### config.mk
export PLATFORM = sky130hd
export DESIGN_NAME = ezb_cordic_cell
export DESIGN_NICKNAME = d
export VERILOG_FILES = /design/src/hw/rtl/ezb_pkg.sv /design/src/hw/rtl/ezb_cordic_cell.sv
export SDC_FILE = /design/constraint.sdc
export NUM_CORES = 1
export LEC_CHECK = 0
export BUFFER_PORTS_ARGS = -buffer_cell sky130_fd_sc_hd__buf_2
export CAP_MARGIN = 20
export CORE_MARGIN = 5
export CORE_UTILIZATION = 45
export DETAILED_ROUTE_END_ITERATION = 10
export PLACE_DENSITY_LB_ADDON = 0.3
export SLEW_MARGIN = 20
export SYNTH_ARGS = -nofsm -noshare
export SYNTH_HDL_FRONTEND = slang
export SYNTH_SLANG_ARGS = --single-unit
### constraint.sdc
create_clock -name clock -period 18 [get_ports clock]
set_input_delay 3.6 -clock clock [delete_from_list [all_inputs] [get_ports clock]]
set_output_delay 3.6 -clock clock [all_outputs]
set_load 0.02 [all_outputs]
### src/hw/rtl/ezb_pkg.sv
// Shared constants, types and arithmetic helpers for the Euler ZYX basis vector unit.
`timescale 1ns / 1ps

package ezb_pkg;

   localparam int ANGLE_BITS    = 16;
   localparam int VEC_FRAC_BITS = 14;
   localparam int ANGLE_W       = 16;
   localparam int OUT_W         = 16;
   localparam int CORDIC_ITERS  = 30;
   localparam int IDX_W         = $clog2(CORDIC_ITERS);
   localparam int VAL_W         = 32;
   localparam int SUM_W         = VAL_W + 1;
   localparam int OUT_SHIFT     = 30 - VEC_FRAC_BITS;
   localparam logic signed [VAL_W-1:0] CORDIC_GAIN = 32'sd652032874;

   typedef struct packed {
      logic signed [VAL_W-1:0] x;
      logic signed [VAL_W-1:0] y;
      logic signed [VAL_W-1:0] z;
      logic [1:0]              quad;
   } cordic_type;

   // Arctangent of 2^-i as a fraction of a 32-bit turn.
   function automatic logic signed [VAL_W-1:0] atan_turn(input logic [IDX_W-1:0] i);
      logic signed [VAL_W-1:0] r;
      case (i)
         5'd0:  r = 32'sd536870912;
         5'd1:  r = 32'sd316933406;
         5'd2:  r = 32'sd167458907;
         5'd3:  r = 32'sd85004756;
         5'd4:  r = 32'sd42667331;
         5'd5:  r = 32'sd21354465;
         5'd6:  r = 32'sd10679838;
         5'd7:  r = 32'sd5340245;
         5'd8:  r = 32'sd2670163;
         5'd9:  r = 32'sd1335087;
         5'd10: r = 32'sd667544;
         5'd11: r = 32'sd333772;
         5'd12: r = 32'sd166886;
         5'd13: r = 32'sd83443;
         5'd14: r = 32'sd41722;
         5'd15: r = 32'sd20861;
         5'd16: r = 32'sd10430;
         5'd17: r = 32'sd5215;
         5'd18: r = 32'sd2608;
         5'd19: r = 32'sd1304;
         5'd20: r = 32'sd652;
         5'd21: r = 32'sd326;
         5'd22: r = 32'sd163;
         5'd23: r = 32'sd81;
         5'd24: r = 32'sd41;
         5'd25: r = 32'sd20;
         5'd26: r = 32'sd10;
         5'd27: r = 32'sd5;
         5'd28: r = 32'sd3;
         5'd29: r = 32'sd1;
         default: r = '0;
      endcase
      return r;
   endfunction

   // Q2.30 product, rounded half up.
   function automatic logic signed [VAL_W-1:0] mul30(input logic signed [VAL_W-1:0] a,
                                                     input logic signed [VAL_W-1:0] b);
      logic signed [2*VAL_W-1:0] p;
      p = a * b + (64'sd1 <<< 29);
      return p[VAL_W+29:30];
   endfunction

   // Round a Q2.30 value to the output format and saturate to +-1.0.
   function automatic logic [OUT_W-1:0] to_out(input logic signed [SUM_W-1:0] v);
      logic signed [SUM_W-1:0] r;
      logic signed [SUM_W-1:0] lim;
      lim = SUM_W'(1) <<< VEC_FRAC_BITS;
      if (OUT_SHIFT > 0) begin
         r = (v + (SUM_W'(1) <<< (OUT_SHIFT - 1))) >>> OUT_SHIFT;
      end else begin
         r = v;
      end
      if (r > lim) begin
         r = lim;
      end
      if (r < -lim) begin
         r = -lim;
      end
      return r[OUT_W-1:0];
   endfunction

endpackage

### src/hw/rtl/ezb_cordic_cell.sv
// One rotation step of the pipelined CORDIC chain.
`timescale 1ns / 1ps

module ezb_cordic_cell
   import ezb_pkg::*;
(
   input  logic             clock,
   input  logic             en,
   input  logic [IDX_W-1:0] stage_idx,
   input  cordic_type       cell_in,
   output cordic_type       cell_out_ff
);

   cordic_type cell_out_in;
   logic signed [VAL_W-1:0] dx;
   logic signed [VAL_W-1:0] dy;
   logic signed [VAL_W-1:0] ang;

   always_comb begin
      dx  = cell_in.y >>> stage_idx;
      dy  = cell_in.x >>> stage_idx;
      ang = atan_turn(stage_idx);
      cell_out_in.quad = cell_in.quad;
      if (cell_in.z >= 0) begin
         cell_out_in.x = cell_in.x - dx;
         cell_out_in.y = cell_in.y + dy;
         cell_out_in.z = cell_in.z - ang;
      end else begin
         cell_out_in.x = cell_in.x + dx;
         cell_out_in.y = cell_in.y - dy;
         cell_out_in.z = cell_in.z + ang;
      end
   end

   always_ff @(posedge clock) begin
      if (en) begin
         cell_out_ff <= cell_out_in;
      end
   end

endmodule

==> results of run 1 <==
## kinds of logic (layout without fill, tap and decap cells)
logic type | count (synthesis) | in the layout
adder cells (fa/ha/maj) | 114 | 114
flip-flops | 98 | 98
AO/OA/AOI/OAI | 538 | 538
buffers and inverters | 150 | 286
AND/OR/NAND/NOR | 448 | 448
XOR/XNOR | 161 | 161
multiplexers | 171 | 171
## synthesized netlist by cell type (5+ instances only)
cell	count
a21o_1	33
ha_1	110
xnor2_1	99
a211o_1	5
nor2b_1	26
inv_1	50
a31oi_1	19
nor3_1	23
a22oi_1	12
mux2i_1	57
o21a_1	23
o21ai_0	112
nand4_1	10
and3_1	9
and2_1	11
o22ai_1	24
a221oi_1	8
mux4_2	73
nand2b_1	31
nand2_1	135
or2_2	13
nor2_1	116
a211oi_1	18
a21oi_1	126
buf_2	18
a2111oi_0	8
nor3b_1	8
a21boi_0	8
edfxtp_1	98
nand3_1	25
o31ai_1	29
clkbuf_1	49
xor2_1	62
mux2_2	33
or3_1	7
buf_6	5
buf_4	5
buf_1	18
o21bai_1	27
o221ai_1	5
o211ai_1	16
## routing by layer
metal	track usage, %	up-vias
li1	-	6688
met1	33.9	6875
met2	45.5	722
met3	5.72	132
met4	10.4	2
met5	0	-
## through the flow
step                total power (uW)  instance area (um^2)  setup WS [ps]  util (%)  instances
finish                          1350                 16500           7310      50.6       2258
CTS                             1350                 16500           7310      50.6       2258
detailed placement              1120                 16200           6920      49.5       2242
floorplan                        912                 15000           8140         -       1680
global route                    1440                 16500           6700      50.6       2258
global placement                1110                 16200           7000      49.5       2242
## final cells by class
| class | count | area [um^2] | area share, % |
|---|---|---|---|
| well taps | 442 | 553 | 3.35 |
| clock inverters | 7 | 108 | 0.651 |
| clock buffers | 9 | 225 | 1.36 |
| flip-flops and latches | 98 | 2940 | 17.8 |
| repair buffers | 217 | 1130 | 6.86 |
| multi-input cells | 1432 | 11400 | 68.8 |
| inverters | 53 | 199 | 1.20 |
## power groups by stage
stage	sequential (uW)	combinational [uW]	clock, uW
final	356	765	227
after global placement	361	747	0
after global routing	362	835	241
after detailed placement	360	756	0
after floorplan	443	469	0
after CTS	357	761	233
## path summary, 6_finish.rpt
kind | start | to | slack [ps] | cells after the start
max | stage_idx[0] | cell_out_ff[33] | 7310 | 23
min | cell_in[0] | cell_out_ff[0] | 3390 | 1
==> out/metrics.cfg, run 1 <==
[sta]
fin_crit_sh_pct=59.4
fmax_ghz=0.0935
whs_ps=3390
max_slew.worst_pin.slew_ps=1090
tns_ps=0
setup_violations=0
final-max-slew-violation-count=0
hold_violations=0
period_needed_ps=10690
maxSlewHeadroom_pct=27.6
rsz0062_at_grt=false

[cells_and_area]
drive_gt1_share_pct=20.7
nFillCells=3149
nets=2029
largest_reg_flops=98
syn_to_final_growth_pct=10.3
regMostFlops=cell_out_ff
final_cell_mix=buf_2 (199), nand2_1 (135), a21oi_1 (126)
layout_commonest_cell=buf_2
antenna_cells=0
reg.largest.list=cell_out_ff x98

[route]
route.vias.total=14400
wl_met3_mm=4.40
wirelength_mm=51.0
drc_errors=0
dr.max_layer_used=met5
first_pass_iters=7
ant_nets=0
wire_per_inst_um=22.6
drtIter0Drc=1548
wl_met2_mm=23.9
drt-met1-wl_mm=20.5
via_per_inst=6.39

[power_and_ir_drop]
switchingPower_uw=573
combinationalPowerShare_pct=56.8
internal_power_uw=774
p_per_area_nw_per_um2=81.5
vdd_drop_max_mv=0.0493
switching_share_pct=42.5
leakage_uw=0.00660
power.share.sequential_pct=26.4
clkPwrFrac_pct=16.8

[placement]
gp_congestion=1.02
io_buffers=202
place_hpwl_mm=38.8

[global_route]
antenna_found_initial=1
grt_max_degree=78
grt_pass1_vias=14200
grt_util_all_layers_pct=27.0
grt_pass1_wl_mm=78.6
overflow=0

[clocking]
clk_path_buf_depth=2
cts_tree=done
post_cts_resize_count=0
clkTransAtPathRegs_ps=70
post_cts_buffers=0
htreeDepth=3
clock-sinks=98
root_buffer=clkbuf_16
cts-buffers-inserted=9
holdBufCountCts=0

[yosys]
netlist_top_cells_area=edfxtp_1 (20%), mux4_2 (11%), ha_1 (9.2%), xnor2_1 (5.8%), a21oi_1 (4.2%)
yosysSeqAreaShare_pct=19.6
synth_compound_gate_area_share_pct=23.9
synthFlopType=edfxtp_1
synthAdderAreaFrac_pct=9.65
synthCells=1680
synth_nets=1898
async_flop_share_pct=0
synth.distinct_cells=99
synth_mux_area_share_pct=18.2
yosys.area.top_type=edfxtp_1
yosys.area.top_type_share_pct=19.6
ys_seq_elements=98
synthSimpleGateAreaFrac_pct=14.8
netlist_area_um2=15000
synth_top_family_by_area=compound AO/OA/AOI/OAI gates
synth_warnings=0
synth_xor_area_share_pct=9.41
synth_edf_count=98
avgSynthCellArea_um2=8.92

[setup_path]
cp-start-kind=input port
cp_num_buf_inv=4
end_kind=flop
crit_fanout=77
crit_chain=buf_6 > inv_1 > ha_1 > nor2_1 > o22ai_1 > a311oi_1 > a21oi_1 > inv_1 > ha_1 > inv_1 > or4_1 > or3_1 > o31ai_4 > xor2_1 > ha_1 > a21o_1 > a21oi_1 > nand2b_1 > a2111oi_0 > nor3_1 > a2111oi_0 > nor2_1 > a311oi_1
cp_slowest_stage_delay_ps=650
required_ps=18200
cp.arrival_ps=10890
crit_type=input port to flop
cpMaxStageDelayCell=a2111oi_0
worst_path_dominant_cell_family=compound AO/OA/AOI/OAI gates

[hold_path]
worstHoldPathType=input port to flop

[job]
drv_cap=0

[die]
dieArea_um2=37000
fp.dieW_um=192
fp.coreArea_um2=32700
num_rows=66
die_h_um=192
io_pins=203
start_util_pct=45.8

[run_status]
status=completed

Note: power is estimated with default switching activity, not from simulation.
==> run 2: changes to the inputs <==
- ABC_AREA: default -> 1
- clock period: 18 -> 9.9 ns (I/O delays scaled with it)
==> run 2 against run 1 <==
Effect of this change:
- routed wire length is 5.3% lower
- sequential share of layout area increased by 0.91 points
- non-clock buffer count down 3
- area after synthesis is 4.6% lower
- die area decreased by 4.4%
- total power increased by 74%
- critical endpoint unchanged
- largest cell class unchanged
==> out/metrics.cfg, run 2 <==
[global_route]
grt_max_degree=67
antenna_found_initial=0
grt_util_all_layers_pct=26.5
grt_pass1_vias=14600
grt_pass1_wl_mm=76.2
overflow=0

[clocking]
cts-buffers-inserted=9
cts_tree=done
clkTransAtPathRegs_ps=70
htreeDepth=3
post_cts_buffers=0
clk_path_buf_depth=2
post_cts_resize_count=0
root_buffer=clkbuf_16
holdBufCountCts=0
clock-sinks=98

[placement]
place_hpwl_mm=39.8
gp_congestion=0.961
io_buffers=202

[route]
route.vias.total=15700
wire_per_inst_um=17.0
drtIter0Drc=1450
ant_nets=0
first_pass_iters=6
via_per_inst=5.53
wirelength_mm=48.3
drc_errors=0

[power_and_ir_drop]
switchingPower_uw=1080
vdd_drop_max_mv=0.0728
clkPwrFrac_pct=15.2
power.share.sequential_pct=27.5
combinationalPowerShare_pct=57.3
internal_power_uw=1270
switching_share_pct=46.0
p_per_area_nw_per_um2=149
leakage_uw=0.00804

[sta]
period_needed_ps=7220
final-max-slew-violation-count=0
fin_crit_sh_pct=73.0
setup_violations=0
hold_violations=0
max_slew.worst_pin.slew_ps=944
fmax_ghz=0.138
tns_ps=0
maxSlewHeadroom_pct=36.7
rsz0062_at_grt=false

[cells_and_area]
reg.largest.list=cell_out_ff x98
syn_to_final_growth_pct=10.0
multiInputGateArea_um2=10100
regArea_um2=2940
largest_reg_flops=98
antenna_cells=0
nFillCells=3354
layout_commonest_cell=nand2_1
final_cell_mix=nand2_1 (747), nand3_1 (322), inv_1 (208)
regMostFlops=cell_out_ff
fin_util_pct=50.0
nets=2654
drive_gt1_share_pct=10.9

[yosys]
yosys.area.top_type=edfxtp_1
synthTopCellsByCount=nand2_1 (747), nand3_1 (322), inv_1 (208)
synth_warnings=0
async_flop_share_pct=0
netlist_area_um2=14300
ys_seq_elements=98
yosysMostFrequentCell=nand2_1
synth_edf_count=98
avgSynthCellArea_um2=6.24
synth_nets=2507
netlist_top_cells_area=edfxtp_1 (21%), nand2_1 (20%), nand3_1 (11%), ha_1 (9.6%), xor2_1 (6.6%)
yosys.area.top_type_share_pct=20.6
synthFlopType=edfxtp_1
synth.distinct_cells=45
synthCells=2289
yosysSeqAreaShare_pct=20.6

[setup_path]
crit_fanout=37
end_kind=flop
cp_slowest_stage_delay_ps=750
cp_num_buf_inv=5
crit_type=input port to flop
cp-start-kind=input port
cp.arrival_ps=7340
required_ps=10020
cpMaxStageDelayCell=o21ai_1
worst_path_dominant_cell_family=simple AND/OR/NAND/NOR gates
cpMostUsedCell=nor2_1

[die]
num_rows=65
start_util_pct=45.4
die_h_um=188
fp.dieW_um=188
io_pins=203
dieArea_um2=35400
fp.coreArea_um2=31500

[hold_path]
min_delay_path_depth=1
hold_path_startpoint=cell_in[1]
worstHoldPathType=input port to flop
hold_end=cell_out_ff[1]

[run_status]
status=completed

[job]
drv_cap=0

## run 2: cell types whose count changed after synthesis, moves of 35 or more
cell     delta
inv_1     +158
mux2i_1    -57
mux4_2     -73
nand2_1   +612
nand3_1   +297
nor2_1     +78
o21ai_0    -35
xnor2_1    -46
xor2_1     +46
## run 2: cell families (layout without fill, tap and decap cells)
kind of cell	after synthesis	count (layout)	share of synthesized area, %
AOI/OAI and AO/OA	295	295	11.8
xor gates and xnor gates	161	161	9.87
DFF	98	98	20.6
adders and majority gates	113	113	10.1
buffers and inverters	295	446	8.86
and+or+nand+nor	1327	1327	38.8
## run 2: worst max-delay path by stage
stage,startpoint,slack (ps),cells after the start,to
2_1_floorplan,stage_idx[1],3990,30,cell_out_ff[25]
3_3_place_gp,stage_idx[0],2390,25,cell_out_ff[33]
3_5_place_dp,stage_idx[0],2420,25,cell_out_ff[33]
4_1_cts,stage_idx[0],2830,25,cell_out_ff[33]
5_1_grt,stage_idx[0],2270,25,cell_out_ff[33]
6_report,stage_idx[0],2680,25,cell_out_ff[33]
## run 2: area by class of cell
class	count	area share, %
multi-input combinational	1896	64.1
sequential	98	18.7
inverter	217	5.18
timing repair buffer	214	7.02
clock inverter	4	0.278
tap	402	3.20
clock buffer	11	1.48
## run 2: power groups by stage
stage	Clock (uW)	Combinational, uW	Sequential (uW)
floorplan	0	811	812
global placement	0	1330	655
detailed placement	0	1340	657
CTS	367	1340	648
global route	385	1490	658
finish	356	1350	646
## run 2: layer usage
| layer | up-vias | wire length (um) | GRT usage, % |
|---|---|---|---|
| li1 | 7862 | - | - |
| met1 | 7127 | 20700 | 34.6 |
| met2 | 645 | 22700 | 45.0 |
| met3 | 91 | 3200 | 3.45 |
| met4 | 0 | 1660 | 9.46 |
| met5 | - | 0 | 0 |
## run 2: stage by stage
step           area (um^2)  worst slack [ps]  total power [uW]  hold WS [ps]  instances
3_5_place_dp         15400              2420              1990          2160       2827
2_1_floorplan        14300              3990              1620          2080       2289
6_report             15700              2680              2350          1770       2842
4_1_cts              15700              2830              2360          1760       2842
5_1_grt              15700              2270              2540          1760       2842
3_3_place_gp         15400              2390              1990          2160       2827
